### config.mk
export PLATFORM = sky130hd
export DESIGN_NAME = ax25_ui_frame_builder_unit_flat
export DESIGN_NICKNAME = d
export VERILOG_FILES = /design/src/ax25fb_pkg.sv /design/src/ax25fb_in_if.sv /design/src/ax25fb_out_if.sv /design/src/ax25fb_cfg_if.sv /design/src/ax25_ui_frame_builder_unit.sv /design/src/flat_wrapper.sv
export SDC_FILE = /design/constraint.sdc
export NUM_CORES = 1
export LEC_CHECK = 0
export BUFFER_PORTS_ARGS = -buffer_cell sky130_fd_sc_hd__buf_2
export CORE_ASPECT_RATIO = 0.8
export CORE_MARGIN = 8
export CORE_UTILIZATION = 50
export DETAILED_ROUTE_END_ITERATION = 10
export PLACE_DENSITY_LB_ADDON = 0.12
export SLEW_MARGIN = 20
export SYNTH_ARGS = -nofsm -noshare
export SYNTH_HDL_FRONTEND = slang
export SYNTH_SLANG_ARGS = --single-unit
### constraint.sdc
create_clock -name clk -period 3.13 [get_ports clk]
set_input_delay 0.626 -clock clk [delete_from_list [all_inputs] [get_ports clk]]
set_output_delay 0.626 -clock clk [all_outputs]
set_load 0.02 [all_outputs]
### src/ax25fb_pkg.sv
`timescale 1ns / 1ps
// Shared types, constants and the FCS byte update for the AX.25 UI frame builder.
// No dependencies.
package ax25fb_pkg;

  localparam int unsigned CFG_IDX_W = 3;

  localparam logic [CFG_IDX_W-1:0] CFG_DEST_CALL = 3'd0;
  localparam logic [CFG_IDX_W-1:0] CFG_DEST_SSID = 3'd1;
  localparam logic [CFG_IDX_W-1:0] CFG_SRC_CALL  = 3'd2;
  localparam logic [CFG_IDX_W-1:0] CFG_SRC_SSID  = 3'd3;
  localparam logic [CFG_IDX_W-1:0] CFG_CONTROL   = 3'd4;
  localparam logic [CFG_IDX_W-1:0] CFG_PID       = 3'd5;

  localparam logic [7:0]  FLAG_BYTE     = 8'h7E;
  localparam logic [7:0]  SPACE_CHAR    = 8'h20;
  localparam logic [7:0]  CONTROL_RESET = 8'h03;
  localparam logic [7:0]  PID_RESET     = 8'hF0;
  localparam logic [15:0] FCS_INIT      = 16'hFFFF;
  localparam logic [15:0] FCS_POLY      = 16'h8408;
  // top three bits of an SSID byte; the low bit is the address extension bit
  localparam logic [2:0]  SSID_TOP      = 3'b011;

  typedef enum logic [3:0] {
    S_FLAG_OPEN,
    S_DEST_CALL,
    S_DEST_SSID,
    S_SRC_CALL,
    S_SRC_SSID,
    S_CONTROL,
    S_PID,
    S_PAYLOAD,
    S_FCS_LO,
    S_FCS_HI,
    S_FLAG_CLOSE
  } seq_state_t;

  // CRC-16/X-25, reflected, one byte
  function automatic logic [15:0] fcs_byte(input logic [15:0] crc, input logic [7:0] b);
    logic [15:0] c;
    c = crc ^ {8'h00, b};
    for (int k = 0; k < 8; k++) begin
      if (c[0]) begin
        c = (c >> 1) ^ FCS_POLY;
      end else begin
        c = c >> 1;
      end
    end
    return c;
  endfunction

endpackage

### src/ax25fb_in_if.sv
`timescale 1ns / 1ps
// Payload input channel: valid/ready plus one payload byte and its last-byte mark.
// No dependencies.
interface ax25fb_in_if;
  logic       valid;
  logic       ready;
  logic [7:0] payload_byte;
  logic       last_byte;

  modport source (output valid, output payload_byte, output last_byte, input ready);
  modport sink   (input valid, input payload_byte, input last_byte, output ready);
endinterface

### src/ax25fb_out_if.sv
`timescale 1ns / 1ps
// Encoded frame output channel: valid/ready plus one frame byte and the end mark.
// No dependencies.
interface ax25fb_out_if;
  logic       valid;
  logic       ready;
  logic [7:0] out_byte;
  logic       frame_end;

  modport source (output valid, output out_byte, output frame_end, input ready);
  modport sink   (input valid, input out_byte, input frame_end, output ready);
endinterface

### src/ax25fb_cfg_if.sv
`timescale 1ns / 1ps
// Configuration write channel: valid/ready, register index and write data.
// Depends on ax25fb_pkg for the index width.
interface ax25fb_cfg_if #(
  parameter int unsigned DATA_W = 48
);
  import ax25fb_pkg::*;
  logic                 valid;
  logic                 ready;
  logic [CFG_IDX_W-1:0] reg_index;
  logic [DATA_W-1:0]    wr_data;

  modport source (output valid, output reg_index, output wr_data, input ready);
  modport sink   (input valid, input reg_index, input wr_data, output ready);
endinterface

### src/ax25_ui_frame_builder_unit.sv
`timescale 1ns / 1ps
// AX.25 UI frame builder top level: byte sequencer, FCS and output register.
// Depends on ax25fb_pkg, ax25fb_in_if, ax25fb_out_if and ax25fb_cfg_if.
//
// Usage
//  - in_ch takes payload bytes; last_byte marks the final byte of a frame.
//  - out_ch gives the encoded frame one byte per item; frame_end is set on
//    the closing flag only. No bit stuffing is done.
//  - cfg_ch writes the address, SSID, control and PID registers; it is always
//    ready. Unknown indexes are dropped. Write only while the block is idle.
//  - The first payload item of a frame costs 2*CALLSIGN_CHARS+6 output bytes
//    (flag, two addresses, control, PID, payload), 18 at the default; a middle
//    item costs 1; a last item adds FCS low, FCS high and closing flag (+3).
//    The sequencer emits one byte per cycle while out_ch is not stalled, so an
//    item holds in_ch until its final byte is registered; mid-frame payload streams
//    at one item per cycle while out_ch does not stall. An accepted item
//    waits in the hold stage before its first byte enters the output register.
//  - Stall: out_ch has a single output register; while it is full and not
//    taken the sequencer freezes and in_ch drops ready if an item is held.
//    The next item is taken in the same cycle as the last one's final byte is registered.
//  - Reset (rst_n low, synchronous) empties both stages, closes any open
//    frame, resets the FCS and loads the register reset values.
module ax25_ui_frame_builder_unit
  import ax25fb_pkg::*;
#(
  parameter int unsigned CALLSIGN_CHARS = 6
) (
  input  logic           clk,
  input  logic           rst_n,
  ax25fb_in_if.sink      in_ch,
  ax25fb_out_if.source   out_ch,
  ax25fb_cfg_if.sink     cfg_ch
);

  localparam int unsigned CALL_W = 8 * CALLSIGN_CHARS;
  localparam int unsigned CNT_W  = (CALLSIGN_CHARS > 1) ? $clog2(CALLSIGN_CHARS) : 1;
  localparam logic [CNT_W-1:0] CNT_LAST = CNT_W'(CALLSIGN_CHARS - 1);

  // configuration registers
  logic [CALL_W-1:0] dest_call_r, src_call_r;
  logic [3:0]        dest_ssid_r, src_ssid_r;
  logic [7:0]        control_r, pid_r;

  // held input item
  logic       hold_valid_r, hold_valid_nxt;
  logic [7:0] payload_r;
  logic       last_r;

  // sequencer
  seq_state_t        st_r, st_nxt;
  logic [CNT_W-1:0]  cnt_r, cnt_nxt;
  logic [CALL_W-1:0] shift_r, shift_nxt;
  logic              ended_r, ended_nxt;
  logic [15:0]       fcs_r, fcs_nxt;
  logic              in_frame_r, in_frame_nxt;

  // output register
  logic       out_valid_r, out_valid_nxt;
  logic [7:0] out_byte_r;
  logic       frame_end_r;

  logic       advance, item_done, in_fire, covered, cur_end, blank;
  logic [7:0] cur_byte, cur_char;

  assign cfg_ch.ready = 1'b1;

  always_ff @(posedge clk) begin
    if (!rst_n) begin
      dest_call_r <= '0;
      src_call_r  <= '0;
      dest_ssid_r <= '0;
      src_ssid_r  <= '0;
      control_r   <= CONTROL_RESET;
      pid_r       <= PID_RESET;
    end else if (cfg_ch.valid) begin
      unique case (cfg_ch.reg_index)
        CFG_DEST_CALL: dest_call_r <= CALL_W'(cfg_ch.wr_data);
        CFG_DEST_SSID: dest_ssid_r <= cfg_ch.wr_data[3:0];
        CFG_SRC_CALL:  src_call_r  <= CALL_W'(cfg_ch.wr_data);
        CFG_SRC_SSID:  src_ssid_r  <= cfg_ch.wr_data[3:0];
        CFG_CONTROL:   control_r   <= cfg_ch.wr_data[7:0];
        CFG_PID:       pid_r       <= cfg_ch.wr_data[7:0];
        default: ;
      endcase
    end
  end

  // sequencer advances when an item is held and the output register is free or being drained
  assign advance      = hold_valid_r && (!out_valid_r || out_ch.ready);
  assign in_ch.ready  = !hold_valid_r || (advance && item_done);
  assign in_fire      = in_ch.valid && in_ch.ready;

  // top character of the working callsign, blanked from the first zero on
  assign cur_char = shift_r[CALL_W-1 -: 8];
  assign blank    = ended_r || (cur_char == 8'h00);

  always_comb begin
    cur_byte     = FLAG_BYTE;
    cur_end      = 1'b0;
    covered      = 1'b0;
    item_done    = 1'b0;
    st_nxt       = st_r;
    cnt_nxt      = cnt_r;
    shift_nxt    = shift_r;
    ended_nxt    = ended_r;
    fcs_nxt      = fcs_r;
    in_frame_nxt = in_frame_r;

    if (advance) begin
      unique case (st_r)
        S_FLAG_OPEN: begin
          fcs_nxt   = FCS_INIT;
          shift_nxt = dest_call_r;
          ended_nxt = 1'b0;
          cnt_nxt   = '0;
          st_nxt    = S_DEST_CALL;
        end
        S_DEST_CALL, S_SRC_CALL: begin
          cur_byte  = blank ? {SPACE_CHAR[6:0], 1'b0} : {cur_char[6:0], 1'b0};
          covered   = 1'b1;
          ended_nxt = blank;
          shift_nxt = shift_r << 8;
          if (cnt_r == CNT_LAST) begin
            st_nxt = (st_r == S_DEST_CALL) ? S_DEST_SSID : S_SRC_SSID;
          end else begin
            cnt_nxt = cnt_r + CNT_W'(1);
          end
        end
        S_DEST_SSID: begin
          cur_byte  = {SSID_TOP, dest_ssid_r, 1'b0};
          covered   = 1'b1;
          shift_nxt = src_call_r;
          ended_nxt = 1'b0;
          cnt_nxt   = '0;
          st_nxt    = S_SRC_CALL;
        end
        S_SRC_SSID: begin
          cur_byte = {SSID_TOP, src_ssid_r, 1'b1};
          covered  = 1'b1;
          st_nxt   = S_CONTROL;
        end
        S_CONTROL: begin
          cur_byte = control_r;
          covered  = 1'b1;
          st_nxt   = S_PID;
        end
        S_PID: begin
          cur_byte = pid_r;
          covered  = 1'b1;
          st_nxt   = S_PAYLOAD;
        end
        S_PAYLOAD: begin
          cur_byte     = payload_r;
          covered      = 1'b1;
          in_frame_nxt = 1'b1;
          if (last_r) begin
            st_nxt = S_FCS_LO;
          end else begin
            item_done = 1'b1;
          end
        end
        S_FCS_LO: begin
          cur_byte = ~fcs_r[7:0];
          st_nxt   = S_FCS_HI;
        end
        S_FCS_HI: begin
          cur_byte = ~fcs_r[15:8];
          st_nxt   = S_FLAG_CLOSE;
        end
        S_FLAG_CLOSE: begin
          cur_end      = 1'b1;
          fcs_nxt      = FCS_INIT;
          in_frame_nxt = 1'b0;
          item_done    = 1'b1;
        end
        default: ;
      endcase
      if (covered) begin
        fcs_nxt = fcs_byte(fcs_r, cur_byte);
      end
    end

    // hold stage: a new item starts with the header only when no frame is open
    hold_valid_nxt = hold_valid_r;
    if (in_fire) begin
      hold_valid_nxt = 1'b1;
      st_nxt         = in_frame_nxt ? S_PAYLOAD : S_FLAG_OPEN;
    end else if (advance && item_done) begin
      hold_valid_nxt = 1'b0;
    end

    out_valid_nxt = out_valid_r;
    if (advance) begin
      out_valid_nxt = 1'b1;
    end else if (out_ch.ready) begin
      out_valid_nxt = 1'b0;
    end
  end

  always_ff @(posedge clk) begin
    if (!rst_n) begin
      st_r         <= S_FLAG_OPEN;
      hold_valid_r <= 1'b0;
      out_valid_r  <= 1'b0;
      in_frame_r   <= 1'b0;
      fcs_r        <= FCS_INIT;
      cnt_r        <= '0;
      ended_r      <= 1'b0;
    end else begin
      st_r         <= st_nxt;
      hold_valid_r <= hold_valid_nxt;
      out_valid_r  <= out_valid_nxt;
      in_frame_r   <= in_frame_nxt;
      fcs_r        <= fcs_nxt;
      cnt_r        <= cnt_nxt;
      ended_r      <= ended_nxt;
    end
  end

  // registers without reset: callsign shift, held payload item and output byte
  always_ff @(posedge clk) begin
    shift_r <= shift_nxt;
    if (in_fire) begin
      payload_r <= in_ch.payload_byte;
      last_r    <= in_ch.last_byte;
    end
    if (advance) begin
      out_byte_r  <= cur_byte;
      frame_end_r <= cur_end;
    end
  end

  assign out_ch.valid     = out_valid_r;
  assign out_ch.out_byte  = out_byte_r;
  assign out_ch.frame_end = frame_end_r;

endmodule

### src/flat_wrapper.sv
// flat-port wrapper written by rule: the top's interface ports become plain ports
module ax25_ui_frame_builder_unit_flat import ax25fb_pkg::*;
#(
  parameter int unsigned CALLSIGN_CHARS = 6
)
  (clk, rst_n, in_ch_valid, in_ch_payload_byte, in_ch_last_byte, in_ch_ready, out_ch_valid, out_ch_out_byte, out_ch_frame_end, out_ch_ready, cfg_ch_valid, cfg_ch_reg_index, cfg_ch_wr_data, cfg_ch_ready);
  ax25fb_in_if in_ch_i ();
  ax25fb_out_if out_ch_i ();
  ax25fb_cfg_if #(.DATA_W((48))) cfg_ch_i ();
  input  logic clk;
  input  logic rst_n;
  input wire logic [$bits(in_ch_i.valid)-1:0] in_ch_valid;
  input wire logic [$bits(in_ch_i.payload_byte)-1:0] in_ch_payload_byte;
  input wire logic [$bits(in_ch_i.last_byte)-1:0] in_ch_last_byte;
  output wire logic [$bits(in_ch_i.ready)-1:0] in_ch_ready;
  output wire logic [$bits(out_ch_i.valid)-1:0] out_ch_valid;
  output wire logic [$bits(out_ch_i.out_byte)-1:0] out_ch_out_byte;
  output wire logic [$bits(out_ch_i.frame_end)-1:0] out_ch_frame_end;
  input wire logic [$bits(out_ch_i.ready)-1:0] out_ch_ready;
  input wire logic [$bits(cfg_ch_i.valid)-1:0] cfg_ch_valid;
  input wire logic [$bits(cfg_ch_i.reg_index)-1:0] cfg_ch_reg_index;
  input wire logic [$bits(cfg_ch_i.wr_data)-1:0] cfg_ch_wr_data;
  output wire logic [$bits(cfg_ch_i.ready)-1:0] cfg_ch_ready;
  assign in_ch_i.valid = in_ch_valid;
  assign in_ch_i.payload_byte = in_ch_payload_byte;
  assign in_ch_i.last_byte = in_ch_last_byte;
  assign in_ch_ready = in_ch_i.ready;
  assign out_ch_valid = out_ch_i.valid;
  assign out_ch_out_byte = out_ch_i.out_byte;
  assign out_ch_frame_end = out_ch_i.frame_end;
  assign out_ch_i.ready = out_ch_ready;
  assign cfg_ch_i.valid = cfg_ch_valid;
  assign cfg_ch_i.reg_index = cfg_ch_reg_index;
  assign cfg_ch_i.wr_data = cfg_ch_wr_data;
  assign cfg_ch_ready = cfg_ch_i.ready;
  ax25_ui_frame_builder_unit #(.CALLSIGN_CHARS(CALLSIGN_CHARS)) u_core (.clk(clk), .rst_n(rst_n), .in_ch(in_ch_i), .out_ch(out_ch_i), .cfg_ch(cfg_ch_i));
endmodule
* Yosys cells after proc, flatten, opt, wreduce, memory -nomap -nowiden
Index checks and enable logic that the tools add are counted.
** Storage, ports and cells
- Bits in registers :: 213
- Bits in latches :: 0
- Bits in writable memories :: 0
- ROM bits :: 0
- Output and inout port bits :: 12
- Logic and storage cells :: 132
- Memories kept :: 0
** Operators by class
- Add/sub/neg operators :: 1
- Multipliers :: 0
- Div/mod/pow operators :: 0
- Magnitude comparators :: 0
- Equality and inequality tests :: 19
- Shift-type cells :: 0
- Muxes and demuxes :: 50
- Bitwise gates (word level) :: 11
- Reductions and logical operators :: 33
** Operators by type and width (count)
- $mux 16 :: 24
- $pmux 48 s3 :: 1
- $pmux 8 s8 :: 1
- $pmux 4 s9 :: 1
- $not 2->3 :: 8
- $reduce_and 2->1 :: 9
- $eq 4x3->1 const B :: 4
- $mux 4 :: 4
- $mux 8 :: 2
- $not 8->8 :: 2
- $xor 16x8->16 :: 1
- $eq 4x4->1 const B :: 3
- $mux 1 :: 10
- $reduce_bool 10->1 :: 1
- $reduce_bool 2->1 :: 5
- $eq 3x3->1 const B :: 3
- $mux 3 :: 3
- $eq 4x2->1 const B :: 2
- $logic_not 8->1 :: 1
- $reduce_or 7->1 :: 1
- $eq 3x2->1 const B :: 2
- $ne 3x1->1 const B :: 2
- $pmux 1 s2 :: 3
- $pmux 3 s2 :: 1
- other kinds (13) :: 20

* Longest topological paths before layout
- Word-level depth :: 37
- Gate-level depth with buffers :: 10
- Depth with buffers taken out :: 9

* Worst setup path before layout
OpenSTA, ideal clock, no wires.
- Path kind :: input to register
- Start point :: in out_ch_ready
- End point :: reg u_core.cnt_r[0]
- Setup time :: 0.065 ns
- Arrival :: 2.801 ns
- Data required time :: 3.065 ns
- Setup slack :: 0.264 ns
- Stages :: 9
- Cells stage by stage :: nand2b_1 -> nand2_1 -> inv_1 -> nand2_1 -> inv_1 -> nand2_1 -> o21ai_0 -> a22oi_1 -> nor2b_1
** On the way
- Word-level cells in the longest chain between the ends :: 3
** RTL lines
- start, declared :: RTL line flat_wrapper.sv:19 : input wire logic [$bits(out_ch_i.ready)-1:0] out_ch_ready;
- $logic_or 1x1->1 :: RTL line ax25_ui_frame_builder_unit.sv:89 : assign advance = hold_valid_r && (!out_valid_r || out_ch.ready);
- $logic_and 1x1->1 :: RTL line ax25_ui_frame_builder_unit.sv:89
- net u_core.advance :: RTL line ax25_ui_frame_builder_unit.sv:62 : logic advance, item_done, in_fire, covered, cur_end, blank;
- $reduce_and 3->1 (no source line)
- end signal, assigned :: RTL line ax25_ui_frame_builder_unit.sv:215 : cnt_r <= cnt_nxt;
- end, declared :: RTL line ax25_ui_frame_builder_unit.sv:51 : logic [CNT_W-1:0] cnt_r, cnt_nxt;
The timed path passes the listed nets, and every way through them passes these cells.
A chain may end at the register's enable or synchronous reset.

* Worst setup path in the final report
- Start point :: reg u_core.st_r[2]
- End point :: out in_ch_ready
** On the way
- Word-level cells in the longest chain between the ends :: 5
- Elaborated cells between the ends (all ways) :: 6
- Classes of those cells :: 2 x eq/ne; 2 x mux; 2 x reduce/logical
** RTL lines
- start, declared :: RTL line ax25_ui_frame_builder_unit.sv:50 : seq_state_t st_r, st_nxt;
- start signal, assigned :: RTL line ax25_ui_frame_builder_unit.sv:210 : st_r <= st_nxt;
- $eq 4x4->1 or $eq 4x3->1 (tied branches) :: RTL line ax25_ui_frame_builder_unit.sv:110 : unique case (st_r)
- $pmux 1 s2 * :: RTL line ax25_ui_frame_builder_unit.sv:110
- $mux 1 * :: RTL line ax25_ui_frame_builder_unit.sv:109 : if (advance) begin
- $logic_and 1x1->1 * :: RTL line ax25_ui_frame_builder_unit.sv:90 : assign in_ch.ready = !hold_valid_r || (advance && item_done);
- $logic_or 1x1->1 * :: RTL line ax25_ui_frame_builder_unit.sv:90
- end, declared :: RTL line flat_wrapper.sv:15 : output wire logic [$bits(in_ch_i.ready)-1:0] in_ch_ready;
Mark *: on every way between the ends. The rest lies on a longest branch, timed or not.

==> out/results.txt <==
outcome -> finished, final reports clean
pwr dens -> 594 nW/um^2
Post-Syn Area -> 9360 um^2
Avg Vias per Cell -> 5.52
clk root buf -> clkbuf_16
fillers -> 1,624
antenna violations before repair -> 0
first-pass GRT wire length -> 39,200 um
cells along the critical path -> nor2b_1 -> a2bb2oi_1 -> o31ai_1 -> buf_2
Final Wtd Congestion -> 0.912
normalized max-slew margin -> 35.0%
met1 usage -> 32.3%
# hold bufs at CTS -> 0
register area share after synthesis -> 52.6%
Worst EP required -> 2.50 ns
Worst EP arrival -> 2.34 ns
routed vias -> 7,390
Antenna Violating Nets Remaining -> 0
slew of the pin with the lowest slew margin -> 0.972 ns
die width -> 169 um
CTS tree -> done
Final Hold Vio Count -> 0
count of final setup violators -> 0
CTS Sinks -> 213
RSZ-0062 raised after global routing -> false
Post-DP HPWL -> 16,300 um
# Post-CTS Setup Buffers -> 0
post-layout util -> 59.3%
Nets -> 1,136
Setup CP Type -> reg2out
GR Layer Usage met3 -> 4.21%
largest net degree at the start of global routing -> 127
drt pass-1 iters -> 5
sum of routed wire length over all layers -> 24,800 um
Core Area -> 18,200 um^2
power consumption -> 6.43 mW
die height -> 138 um
synth warn -> 0
CP max stage cell -> dfxtp_1
Pins Over Slew Limit -> 0
Area Overhead vs Synth -> 15.6%
grt ovf -> 0
Clock Skews -> 0.0143 ns
CP Launch Type -> register
top_reg_cell synth -> dfxtp_1
Setup WS pre-CTS -> 0.442 ns
#FFs+latches synth -> 213
Max Fclk -> 337 MHz
DRC -> 0
Post-synth EDFFs -> 66
GRT met2 Usage -> 28.4%
worst vdd ir -> 0.372 mV
leakage -> 4.04 nW
clk slew on worst S/H paths -> 0.06 ns
initial core utilization -> 51.3%
vias in the first global route -> 7,005
row count -> 44
min cycle time layout -> 2.97 ns
final setup TNS -> 0 ns
CP endpoint kind -> output pin
I/O pins -> 77
Worst path top cell family by delay -> flip-flops
synth unique cells -> 73
most frequent cells in the layout -> 328 x nand2_1, 147 x dfxtp_1, 111 x a21boi_0
Hold Crit Class -> in2reg
Net Count, Synth -> 1,075
Worst-Skew Late Latency -> 0.51 ns
number of max-cap violations -> 0
grt peak-use layer -> met1
cts bufs inserted -> 22
fin crit share -> 94.7%
post-synthesis async set-or-reset flop share -> 0%
layout cell share with drive strength beyond 1 -> 14.5%
Final WS setup -> 0.165 ns
die area -> 23,400 um^2
WP buf/inv -> 1
CTS Buffer Depth -> 3
# resized after CTS -> 0
largest stage delay on the critical path -> 0.64 ns
most common cell after layout, fill and taps aside -> nand2_1
CTS H-Tree Depth -> 1
antenna diode count -> 0
WL/cell -> 18.6 um
Cells after Synth -> 1,008
worst-path maximum fanout -> 15
GRT Overall Usage -> 20.6%
Initial DRC Count -> 663
Mean Syn Cell Area -> 9.28 um^2
IO buf count -> 75
## cell usage after synthesis (4+ instances only)
master / count / area, um^2
a2bb2oi_1: 5 / 43.8
inv_1: 10 / 37.5
mux2i_1: 16 / 160
nor3_1: 10 / 50.1
xnor2_1: 4 / 35.0
nor2b_1: 18 / 113
dfxtp_1: 147 / 2940
a21oi_1: 17 / 85.1
o21a_1: 4 / 30.0
edfxtp_1: 66 / 1980
nand2b_1: 16 / 100
a22o_1: 8 / 70.1
buf_1: 4 / 15.0
o22ai_1: 5 / 31.3
nor2_1: 28 / 105
o32ai_1: 6 / 52.6
o21ai_0: 12 / 60.1
a21boi_0: 111 / 833
nand2_1: 328 / 1230
clkbuf_1: 49 / 184
nor3b_1: 4 / 30.0
a22oi_1: 45 / 338
nand3_1: 12 / 60.1
buf_2: 8 / 40.0
## sequential cells by signal (all words and copies together) (netlist names)
name                     count
u_core.pid_r                 8
u_core.out_ch.valid          1
u_core.dest_call_r          48
u_core.control_r             8
u_core.payload_r             8
u_core.cnt_r                 3
u_core.st_r                  4
u_core.last_r                1
u_core.ended_r               1
u_core.hold_valid_r          1
u_core.fcs_r                16
u_core.out_ch.frame_end      1
u_core.shift_r              48
u_core.src_call_r           48
u_core.src_ssid_r            4
u_core.out_ch.out_byte       8
u_core.dest_ssid_r           4
u_core.in_frame_r            1
## layout make-up
type / count / area (um^2) / share of cell area [%]
multi-input combinational: 720 / 4150 / 38.4
timing repair buffer: 101 / 623 / 5.76
clock inverter: 10 / 114 / 1.05
clock buffer: 30 / 642 / 5.94
tap: 253 / 317 / 2.93
sequential: 213 / 4920 / 45.5
inverter: 11 / 41.3 / 0.382
## stage by stage
stage | instances | cell area [um^2] | hold slack (ns)
after floorplan | 1008 | 9360 | 0.439
after global placement | 1298 | 10100 | 0.451
after detailed placement | 1298 | 10100 | 0.458
after CTS | 1338 | 10800 | 0.284
after global routing | 1338 | 10800 | 0.293
final | 1338 | 10800 | 0.303
## routing by layer
metal,part of all wire (%),wire length [um]
met3,6.9,1710
met1,51,12600
met4,1.4,345
met5,0,0
met2,41,10100
## logic make-up after synthesis
logic type | Yosys count | share of synthesized area, %
AND/OR/NAND/NOR | 442 | 20.3
AO/OA/AOI/OAI | 246 | 19.7
flip-flops | 213 | 52.6
buffers and inverters | 75 | 3.24
multiplexers | 18 | 1.95
XOR/XNOR | 11 | 1.81
adder cells (fa/ha/maj) | 2 | 0.267
other | 1 | 0.0401
## power breakdown
part / total (mW) / internal, mW / switching (mW)
Sequential: 3.04 / 2.97 / 0.0696
Clock: 2.70 / 1.61 / 1.09
Combinational: 0.688 / 0.273 / 0.414
## path summary, 6_finish.rpt
path,startpoint,end,slack (ns),cells past startpoint
worst max-delay path,u_core.st_r[2]$_SDFFE_PN0P_,in_ch_ready,0.16,4
worst min-delay path,in_ch_payload_byte[6],u_core.payload_r[6]$_DFFE_PP_,0.30,1
worst max register to register,u_core.st_r[2]$_SDFFE_PN0P_,u_core.fcs_r[3]$_SDFFE_PN1P_,0.27,7
worst min register to register,u_core.src_call_r[38]$_SDFFE_PN0P_,u_core.src_call_r[38]$_SDFFE_PN0P_,0.46,2
(Power assumes the default switching activity.)
